File: src/rtl/core/wsfd_pkg.sv
// Shared types and constants for the WebSocket frame deframer.
`timescale 1ns / 1ps

package wsfd_pkg;

  // Requested width of the payload length; the supported width LEN_W is capped at 63 bits.
  localparam int LENGTH_BITS = 64;
  localparam int LEN_W       = (LENGTH_BITS >= 63) ? 63 : LENGTH_BITS;
  localparam logic [62:0] LEN_LIMIT = 63'((64'(1) << LEN_W) - 64'(1));

  localparam logic [6:0] LEN7_MAX_SHORT = 7'd125;
  localparam logic [6:0] LEN7_EXT16     = 7'd126;
  localparam logic [3:0] EXT16_BYTES    = 4'd2;
  localparam logic [3:0] EXT64_BYTES    = 4'd8;
  localparam logic [3:0] KEY_BYTES      = 4'd4;

  typedef enum logic [2:0] {
    PH_FIRST   = 3'd0,
    PH_SECOND  = 3'd1,
    PH_EXT     = 3'd2,
    PH_KEY     = 3'd3,
    PH_PAYLOAD = 3'd4
  } phase_t;

  typedef enum logic [1:0] {
    KIND_HEADER = 2'd0,
    KIND_DATA   = 2'd1,
    KIND_ERROR  = 2'd2
  } kind_t;

  typedef struct packed {
    kind_t       kind;
    logic [3:0]  frame_opcode;
    logic [62:0] frame_length;
    logic [7:0]  payload_byte;
    logic        last;
  } result_t;

endpackage

File: src/rtl/core/websocket_frame_deframer_unit.sv
// WebSocket frame deframer: parses header bytes and unmasks payload, one byte per cycle unless stalled.
`timescale 1ns / 1ps

// Takes one stream byte per cycle while in_stall is low and returns at most one
// registered result per byte: a header item (kind 0) once the length and
// optional mask key are read, an error item (kind 2) in its place when FIN is
// clear, and one unmasked payload item (kind 1) per payload byte, with last on
// the final item of a frame. Payload bytes of a frame with FIN clear produce no
// items. Each byte passes through a single header-decode and XOR step, so the
// sustained rate is one byte per cycle unless in_stall holds it. Results sit in an
// output register backed by one skid entry; in_stall rises only while that skid
// entry is full. Bit 63 of a length is dropped, then it is clamped to 2^LEN_W - 1.
module websocket_frame_deframer_unit (
  input  logic        clk,
  input  logic        rst_n,
  input  logic        in_valid,
  output logic        in_stall,
  input  logic [7:0]  in_data_byte,
  output logic        out_valid,
  input  logic        out_stall,
  output logic [1:0]  out_kind,
  output logic [3:0]  out_frame_opcode,
  output logic [62:0] out_frame_length,
  output logic [7:0]  out_payload_byte,
  output logic        out_last
);

  wsfd_pkg::phase_t phase_r, phase_nxt;
  logic [3:0]  header_count_r, header_count_nxt;
  logic [3:0]  opcode_r, opcode_nxt;
  logic        masked_r, masked_nxt;
  logic        fin_error_r, fin_error_nxt;
  logic [31:0] mask_key_r, mask_key_nxt;
  logic [63:0] length_r, length_nxt;
  logic [wsfd_pkg::LEN_W-1:0] remaining_r, remaining_nxt;
  logic [1:0]  key_index_r, key_index_nxt;

  wsfd_pkg::result_t res, out_r, skid_r;
  logic res_valid;
  logic out_valid_r, skid_valid_r;

  logic in_acc, out_take;
  logic [63:0] ext_shift;
  logic [31:0] key_shift;
  logic [3:0]  count_dec;
  logic [62:0] sat_len;
  logic [wsfd_pkg::LEN_W-1:0] remaining_dec;
  logic [7:0]  key_byte;
  logic        finish;
  logic        need_key;

  assign in_stall = skid_valid_r;
  assign in_acc   = in_valid && !skid_valid_r;
  assign out_take = out_valid_r && !out_stall;

  assign ext_shift     = {length_r[55:0], in_data_byte};
  assign key_shift     = {mask_key_r[23:0], in_data_byte};
  assign count_dec     = header_count_r - 4'd1;
  assign remaining_dec = remaining_r - wsfd_pkg::LEN_W'(1);
  assign key_byte      = mask_key_r[5'd31 - {key_index_r, 3'b000} -: 8];

  always_comb begin
    phase_nxt        = phase_r;
    header_count_nxt = header_count_r;
    opcode_nxt       = opcode_r;
    masked_nxt       = masked_r;
    fin_error_nxt    = fin_error_r;
    mask_key_nxt     = mask_key_r;
    length_nxt       = length_r;
    remaining_nxt    = remaining_r;
    key_index_nxt    = key_index_r;
    res_valid        = 1'b0;
    finish           = 1'b0;
    need_key         = 1'b0;
    res.kind         = wsfd_pkg::KIND_HEADER;
    res.frame_opcode = opcode_r;
    res.frame_length = length_r[62:0];
    res.payload_byte = 8'd0;
    res.last         = 1'b0;

    unique case (phase_r)
      wsfd_pkg::PH_SECOND: begin
        masked_nxt   = in_data_byte[7];
        mask_key_nxt = 32'd0;
        if (in_data_byte[6:0] <= wsfd_pkg::LEN7_MAX_SHORT) begin
          length_nxt = {57'd0, in_data_byte[6:0]};
          need_key   = in_data_byte[7];
          finish     = !in_data_byte[7];
        end else begin
          length_nxt       = 64'd0;
          header_count_nxt = (in_data_byte[6:0] == wsfd_pkg::LEN7_EXT16) ?
                             wsfd_pkg::EXT16_BYTES : wsfd_pkg::EXT64_BYTES;
          phase_nxt        = wsfd_pkg::PH_EXT;
        end
      end
      wsfd_pkg::PH_EXT: begin
        length_nxt       = ext_shift;
        header_count_nxt = count_dec;
        if (count_dec == 4'd0) begin
          need_key = masked_r;
          finish   = !masked_r;
        end
      end
      wsfd_pkg::PH_KEY: begin
        mask_key_nxt     = key_shift;
        header_count_nxt = count_dec;
        finish           = (count_dec == 4'd0);
      end
      wsfd_pkg::PH_PAYLOAD: begin
        remaining_nxt = remaining_dec;
        key_index_nxt = key_index_r + 2'd1;
        if (remaining_dec == '0) phase_nxt = wsfd_pkg::PH_FIRST;
        res_valid        = !fin_error_r;
        res.kind         = wsfd_pkg::KIND_DATA;
        res.payload_byte = in_data_byte ^ key_byte;
        res.last         = (remaining_dec == '0);
      end
      default: begin
        fin_error_nxt    = !in_data_byte[7];
        opcode_nxt       = in_data_byte[3:0];
        masked_nxt       = 1'b0;
        mask_key_nxt     = 32'd0;
        length_nxt       = 64'd0;
        remaining_nxt    = '0;
        key_index_nxt    = 2'd0;
        header_count_nxt = 4'd0;
        phase_nxt        = wsfd_pkg::PH_SECOND;
      end
    endcase

    if (need_key) begin
      phase_nxt        = wsfd_pkg::PH_KEY;
      header_count_nxt = wsfd_pkg::KEY_BYTES;
    end

    // Bit 63 of a long length is reserved; clamp to the supported range.
    sat_len = (length_nxt[62:0] > wsfd_pkg::LEN_LIMIT) ? wsfd_pkg::LEN_LIMIT
                                                       : length_nxt[62:0];
    if (finish) begin
      length_nxt       = {1'b0, sat_len};
      remaining_nxt    = wsfd_pkg::LEN_W'(sat_len);
      key_index_nxt    = 2'd0;
      header_count_nxt = 4'd0;
      phase_nxt        = (sat_len != 63'd0) ? wsfd_pkg::PH_PAYLOAD : wsfd_pkg::PH_FIRST;
      res_valid        = 1'b1;
      res.frame_length = sat_len;
      res.payload_byte = 8'd0;
      if (fin_error_r) begin
        res.kind = wsfd_pkg::KIND_ERROR;
        res.last = 1'b1;
      end else begin
        res.kind = wsfd_pkg::KIND_HEADER;
        res.last = (sat_len == 63'd0);
      end
    end
  end

  always_ff @(posedge clk) begin
    if (!rst_n) begin
      phase_r        <= wsfd_pkg::PH_FIRST;
      header_count_r <= 4'd0;
      opcode_r       <= 4'd0;
      masked_r       <= 1'b0;
      fin_error_r    <= 1'b0;
      mask_key_r     <= 32'd0;
      length_r       <= 64'd0;
      remaining_r    <= '0;
      key_index_r    <= 2'd0;
    end else if (in_acc) begin
      phase_r        <= phase_nxt;
      header_count_r <= header_count_nxt;
      opcode_r       <= opcode_nxt;
      masked_r       <= masked_nxt;
      fin_error_r    <= fin_error_nxt;
      mask_key_r     <= mask_key_nxt;
      length_r       <= length_nxt;
      remaining_r    <= remaining_nxt;
      key_index_r    <= key_index_nxt;
    end
  end

  // Output register plus one skid entry: refill from skid first, else take the new item.
  always_ff @(posedge clk) begin
    if (!rst_n) begin
      out_valid_r  <= 1'b0;
      skid_valid_r <= 1'b0;
    end else if (out_take || !out_valid_r) begin
      if (skid_valid_r) begin
        out_valid_r  <= 1'b1;
        skid_valid_r <= 1'b0;
      end else begin
        out_valid_r <= in_acc && res_valid;
      end
    end else if (in_acc && res_valid) begin
      skid_valid_r <= 1'b1;
    end
  end

  always_ff @(posedge clk) begin
    if (out_take || !out_valid_r) begin
      if (skid_valid_r) begin
        out_r <= skid_r;
      end else if (in_acc && res_valid) begin
        out_r <= res;
      end
    end else if (in_acc && res_valid) begin
      skid_r <= res;
    end
  end

  assign out_valid        = out_valid_r;
  assign out_kind         = out_r.kind;
  assign out_frame_opcode = out_r.frame_opcode;
  assign out_frame_length = out_r.frame_length;
  assign out_payload_byte = out_r.payload_byte;
  assign out_last         = out_r.last;

endmodule

File: config.mk
export PLATFORM = sky130hd
export DESIGN_NAME = websocket_frame_deframer_unit
export DESIGN_NICKNAME = d
export VERILOG_FILES = /design/src/rtl/core/wsfd_pkg.sv /design/src/rtl/core/websocket_frame_deframer_unit.sv
export SDC_FILE = /design/constraint.sdc
export NUM_CORES = 1
export LEC_CHECK = 0
export BUFFER_PORTS_ARGS = -buffer_cell sky130_fd_sc_hd__buf_4
export CAP_MARGIN = 20
export CORE_MARGIN = 2
export CORE_UTILIZATION = 62
export CTS_CLUSTER_SIZE = 25
export DETAILED_ROUTE_END_ITERATION = 7
export PLACE_DENSITY = 0.81
export SLEW_MARGIN = 20
export SYNTH_ARGS = -nofsm -noshare
export SYNTH_HDL_FRONTEND = slang
export SYNTH_SLANG_ARGS = --single-unit
File: constraint.sdc
create_clock -name clk -period 11.4 [get_ports clk]
set_clock_uncertainty 0.2 [all_clocks]
set_input_delay 2.28 -clock clk [delete_from_list [all_inputs] [get_ports clk]]
set_output_delay 2.28 -clock clk [all_outputs]
set_load 0.05 [all_outputs]
# Word level (Yosys, flattened, before mapping)
# Cells that the tools add are included.
dict set report word_totals {
  inputBits 12
  latchBits 0
  reg_bits 331
  elab_cells 112
  ramBits 0
  memories 0
  output_inout_bits 80
  rom_bits 0
}
dict set report op_classes {
  n_bitwise 6
  div_mod_pow 0
  multipliers 0
  magnitude_cmp 2
  eq_ne 10
  n_addsub 4
  n_reduce_logical 30
  mux 38
  n_shift 1
}
# operator count
set op_table {}
lappend op_table {{2-to-1 mux 63 bit} 3}
lappend op_table {{case mux 63 bit (3 select lines)} 1}
lappend op_table {{2-to-1 mux 78 bit} 2}
lappend op_table {{logical NOT 63 bit} 2}
lappend op_table {{case mux 63 bit (2 select lines)} 1}
lappend op_table {{2-to-1 mux 72 bit} 1}
lappend op_table {{case mux 32 bit (2 select lines)} 1}
lappend op_table {{greater-than comparator 63 bit (second input constant)} 1}
lappend op_table {{nonzero test 63 bit} 1}
lappend op_table {{subtractor 63 x 1 -> 63 bit (second input constant)} 1}
lappend op_table {{indexed part select 39 x 6 -> 8 bit} 1}
lappend op_table {{2-to-1 mux 4 bit} 4}
lappend op_table {{2-to-1 mux 3 bit} 5}
lappend op_table {{case mux 4 bit (3 select lines)} 1}
lappend op_table {{AND reduction 2 bit} 6}
lappend op_table {{2-to-1 mux 1 bit} 9}
lappend op_table {{2-to-1 mux 9 bit} 1}
lappend op_table {{case mux 3 bit (3 select lines)} 1}
lappend op_table {{!= test 4 bit (second input constant)} 2}
lappend op_table {{OR reduction 2 bit} 4}
lappend op_table {{bitwise XOR 8 bit} 1}
lappend op_table {{== test 7 bit (second input constant)} 1}
lappend op_table {{<= comparator 7 bit (second input constant)} 1}
lappend op_table {{2-to-1 mux 7 bit} 1}
lappend op_table {{23 further kinds} 39}

# Logic depth before layout (Yosys ltp)
dict set report depth {
  word_depth 10
  ltp_mapped 14
  mapped_depth_nobuf 11
}

# Worst setup path after synthesis
# No wires, ideal clock.
dict set report synth_timing {
  path_type {input-to-reg}
  from {input in_data_byte[1]}
  to {register skid_r[0] in the netlist's numbering (enable)}
  slack_ps 1222
  arrival_ps 9352
  required_time_ps 10574
  setup_ps 626
  path_buffers 3
  stages 9
  path_cell_list {clkbuf_1 -> and4_1 -> and3_1 -> nor3_1 -> a41oi_1 -> clkbuf_1 -> clkbuf_1 -> o21ai_0 -> nor3b_1}
}
dict set report synth_via {
  elab_chain_len 6
}
# element line
set synth_lines {}
lappend synth_lines {{start, declared} websocket_frame_deframer_unit.sv:18} ;# input logic [7:0] in_data_byte,
lappend synth_lines {{<= comparator 7 bit} websocket_frame_deframer_unit.sv:85} ;# if (in_data_byte[6:0] <= wsfd_pkg::LEN7_MAX_SHORT) begin
lappend synth_lines {{2-to-1 mux 1 bit} websocket_frame_deframer_unit.sv:85}
lappend synth_lines {{case mux 1 bit (3 select lines)} websocket_frame_deframer_unit.sv:81} ;# unique case (phase_r)
lappend synth_lines {{2-to-1 mux 1 bit} websocket_frame_deframer_unit.sv:139} ;# if (finish) begin
lappend synth_lines {{logical AND 1 bit} websocket_frame_deframer_unit.sv:206} ;# end else if (in_acc && res_valid) begin
lappend synth_lines {{AND reduction 2 bit (no source line)} --}
lappend synth_lines {{end signal, assigned} websocket_frame_deframer_unit.sv:207} ;# skid_r <= res;
lappend synth_lines {{end, declared} websocket_frame_deframer_unit.sv:38} ;# wsfd_pkg::result_t res, out_r, skid_r;
# Every way passes these cells.
# A chain may end at the register's enable or synchronous reset.

# Final worst setup path
dict set report layout_timing {
  from {input in_data_byte[2]}
  to {register out_r, in the netlist out_frame_length[28] (enable)}
}
dict set report layout_via {
  elab_chain_len 7
}
# element line
set layout_lines {}
lappend layout_lines {{<= comparator 7 bit} websocket_frame_deframer_unit.sv:85}
lappend layout_lines {{2-to-1 mux 1 bit} websocket_frame_deframer_unit.sv:85}
lappend layout_lines {{case mux 1 bit (3 select lines)} websocket_frame_deframer_unit.sv:81}
lappend layout_lines {{2-to-1 mux 1 bit} websocket_frame_deframer_unit.sv:139}
lappend layout_lines {{logical AND 1 bit} websocket_frame_deframer_unit.sv:203} ;# end else if (in_acc && res_valid) begin
lappend layout_lines {{nonzero test 2 bit (no source line)} --}
lappend layout_lines {{AND reduction 2 bit (no source line)} --}
lappend layout_lines {{end signal, assigned} websocket_frame_deframer_unit.sv:202} ;# out_r <= skid_r;
lappend layout_lines {{end signal, assigned} websocket_frame_deframer_unit.sv:204} ;# out_r <= res;
lappend layout_lines {{end, declared} websocket_frame_deframer_unit.sv:38}
# Every way passes these cells.

==> flow_summary_export.csv <==
group,metric,value,unit
synth,synth_top_area_frac,0.273,
worst_setup_path,startpoint_type,"input port",
sta,fmax,187,MHz
worst_setup_path,r2r-start,"remaining_r[1]",
synth,synth_seq_cells,331,
sta,maxSlewViolCount,0,
detailed_routing,finalWirelength,48100,um
clocking,clock_latency,0.53,ns
clocking,cts_hold_buf,0,
power_and_ir_drop,p_leak,7.20,nW
sta,grt_setup_unrepaired,"no",
final_layout,mostFrequentLayoutCells,"176 x nand2_1, 174 x dfxtp_1, 156 x edfxtp_1, 127 x nor2_1, 112 x buf_4",
synth,synth_top_family_by_area,"compound AO/OA/AOI/OAI gates",
hold_path,hold_path_depth,0,
worst_setup_path,critPathKind,"in2reg",
synth,synth_largest_area_cell,"edfxtp_1",
synth,syn-cell-area,0.0172,mm^2
synth,synth_warnings,0,
synth,synth_edf_count,156,
detailed_routing,drc,0,
synth,synth-adder-area-share,0.00292,
worst_setup_path,crit_fanout,69,
worst_setup_path,worstPathRequired,11.34,ns
clocking,root_buffer,"clkbuf_16",
synth,synth.avg_cell_area,9.87,um^2
clocking,path_clk_slew,0.06,ns
flow_run,max_cap_violations,0,
detailed_routing,drt-wirelength-per-cell,22.6,um
worst_setup_path,r2r-end,"out_last",
final_layout,final_common_cell,"nand2_1",
sta,fin_ws,6.05,ns
placement,place_ws,5.54,ns
clocking,cts_buffers,35,
synth,synth_mux_area_frac,0.0709,
power_and_ir_drop,pwr_density_cell,170,mW/mm^2
placement,port_buffers,91,
clocking,clk_path_buf_depth,3,
floorplanning,fp-row-count,60,
synth,postSynthNetCount,1755,
global_routing,gr-usage-met3,0.0635,
hold_path,hold_path_class,"reg2reg",
worst_setup_path,worstPathArrival,5.28,ns
outcome,outcome,"complete, no violations",
sta,setup_viol,0,
global_routing,grtUsageMet1,0.480,
synth,syn_inst,1739,
clocking,cts-resized-gates,0,
detailed_routing,drt_iter0_drc,2105,
floorplanning,ios,92,
global_routing,grt_busiest_layer,"met2",
synth,yosys.area_share.simple,0.182,
worst_setup_path,reg2reg_slack,6.32,ns
floorplanning,dieArea,0.0290,mm^2
global_routing,grtUsageTotal,0.327,
synth,ys_types,84,
synth,postSynth.asyncResetShare,0,
detailed_routing,routed_via_density,6.84,
power_and_ir_drop,max-vdd-ir-drop,124,uV
final_layout,layout-drive-gt1-share,0.169,
synth,synth_compound_area_frac,0.206,
worst_setup_path,startpoint,"in_data_byte[2]",
sta,slew_headroom,0.296,
detailed_routing,drtAntennaViolNets,0,
sta,finalHoldViolCount,0,
worst_setup_path,end_kind,"register",
floorplanning,chipWidth,170,um
placement,place_congestion,0.940,
synth,synth_area_leaders,"edfxtp_1 27%, dfxtp_1 20%, mux2_2 5.6%",
final_layout,synthToLayoutAreaGrowth,10.5,%
sta,tns,0,ns
worst_setup_path,worst-r2r-cell-count,11,
global_routing,grt_pass1_vias,13100,
sta,worst_slew_pin_slew,1.05,ns
detailed_routing,vias,14600,
final_layout,n_antenna_cell,0,
floorplanning,core,0.0271,mm^2
synth,synth_flop_cell,"dfxtp_1",
worst_setup_path,worstSetupEndpoint,"out_frame_length[28]",
clocking,cts_setup_buffers,0,
placement,hpwlAfterDp,31600,um
sta,fin_crit_sh,0.469,
final_layout,nets,1748,
global_routing,grt_antenna_before_repair,1,
clocking,cts-htree-levels,2,
floorplanning,die_height,170,um
synth,synthXorXnorAreaFrac,0.0158,
global_routing,grt_max_degree,101,
clocking,cts_sinks,331,
clocking,cts_tree,"built",
global_routing,grt_pass1_wl,74500,um
floorplanning,initial_core_util,0.634,
synth,synth_seq_area_share,0.477,
detailed_routing,drtPass1Iterations,7,
global_routing,overflow,0,
global_routing,use_met2,0.482,
sta,min_period,5.35,ns
## report_power, final
| group | leakage [nW] | switching, mW | internal (mW) |
|---|---|---|---|
| Sequential | 2.88 | 0.0531 | 1.30 |
| Combinational | 3.77 | 0.494 | 0.249 |
| Clock | 0.546 | 0.486 | 0.637 |
## per-stage QoR
stage          total power, mW  area, um^2  hold WS, ns  utilization  instances
2_1_floorplan             1.92       17200        0.226            -       1739
3_3_place_gp              2.08       17800        0.241        0.657       2065
3_5_place_dp              2.10       17800        0.248        0.658       2065
4_1_cts                   3.21       18900        0.264        0.699       2129
5_1_grt                   3.33       19000        0.287        0.700       2131
6_report                  3.22       19000        0.266        0.700       2131
## cells in the mapped netlist, types with 5 or more instances
library cell and count:
nor4_1 47, clkbuf_1 121, and4_1 5, xnor2_1 18, buf_1 22, or3_1 10
a211oi_1 5, nor2_1 128, nand3_1 52, mux4_2 8, xor2_1 13, o211ai_1 13
o31ai_1 11, a21o_1 6, nand4_1 28, a32oi_1 16, nor4b_1 6, a22oi_1 68
nor3_1 32, o21ai_0 93, a21boi_0 52, o221ai_1 10, a32o_1 16, o211a_1 65
nor3b_1 7, and2_1 23, or4_1 7, inv_1 11, nand2b_1 7, mux2i_1 8
o22ai_1 11, nand4b_1 5, clkbuf_8 8, dfxtp_1 175, mux2_2 85, o32ai_1 14
a21oi_1 75, a31oi_1 6, edfxtp_1 156, nand2_1 177, nor2b_1 51
## metal layers
| metal | share of wire | vias to the layer above |
|---|---|---|
| li1 | - | 6566 |
| met5 | 0 | - |
| met4 | 0.033 | 0 |
| met1 | 0.42 | 7001 |
| met2 | 0.44 | 872 |
| met3 | 0.11 | 134 |
## critical path, cell delays in order
cell	delay, ns
buf_4	0.15
and4_1	0.24
and3_1	0.21
nor3_1	0.43
a41oi_4	0.04
buf_4	0.37
o21ai_0	0.19
a21oi_1	0.17
a21oi_4	0.32
buf_4	0.75
## worst min-delay path by stage
| stage | start | end | slack, ns |
|---|---|---|---|
| CTS | opcode_r[0] | skid_r[72] | 0.26 |
| global placement | opcode_r[0] | skid_r[72] | 0.24 |
| global route | opcode_r[0] | skid_r[72] | 0.29 |
| finish | opcode_r[0] | skid_r[72] | 0.27 |
| detailed placement | opcode_r[0] | skid_r[72] | 0.25 |
| floorplan | opcode_r[0] | skid_r[72] | 0.23 |
## cells by family (layout without fill, tap and decap cells)
| logic type | Yosys count | in the layout |
|---|---|---|
| compound gates | 488 | 488 |
| xor+xnor | 31 | 31 |
| fa+ha+maj | 4 | 4 |
| buf+inv | 169 | 189 |
| flops | 331 | 331 |
| mux | 101 | 101 |
| simple gates | 615 | 615 |
## flip-flops by register name (all words and copies together), names as in the netlist, 3 cells and up
| register | cells |
|---|---|
| header_count_r | 4 |
| length_r | 63 |
| mask_key_r | 32 |
| opcode_r | 4 |
| out_frame_length | 63 |
| out_frame_opcode | 4 |
| out_payload_byte | 8 |
| phase_r | 3 |
| remaining_r | 63 |
| skid_r | 78 |
## area by class of cell
class	count	area, um^2
Multi-Input combinational cell	1239	8280
Fill cell	2012	8130
Sequential cell	331	8190
Clock buffer	50	993
Timing Repair Buffer	114	876
Clock inverter	14	123
Inverter	11	41.3
Tap cell	372	465
No activity file was read; power rests on OpenSTA's default activity.
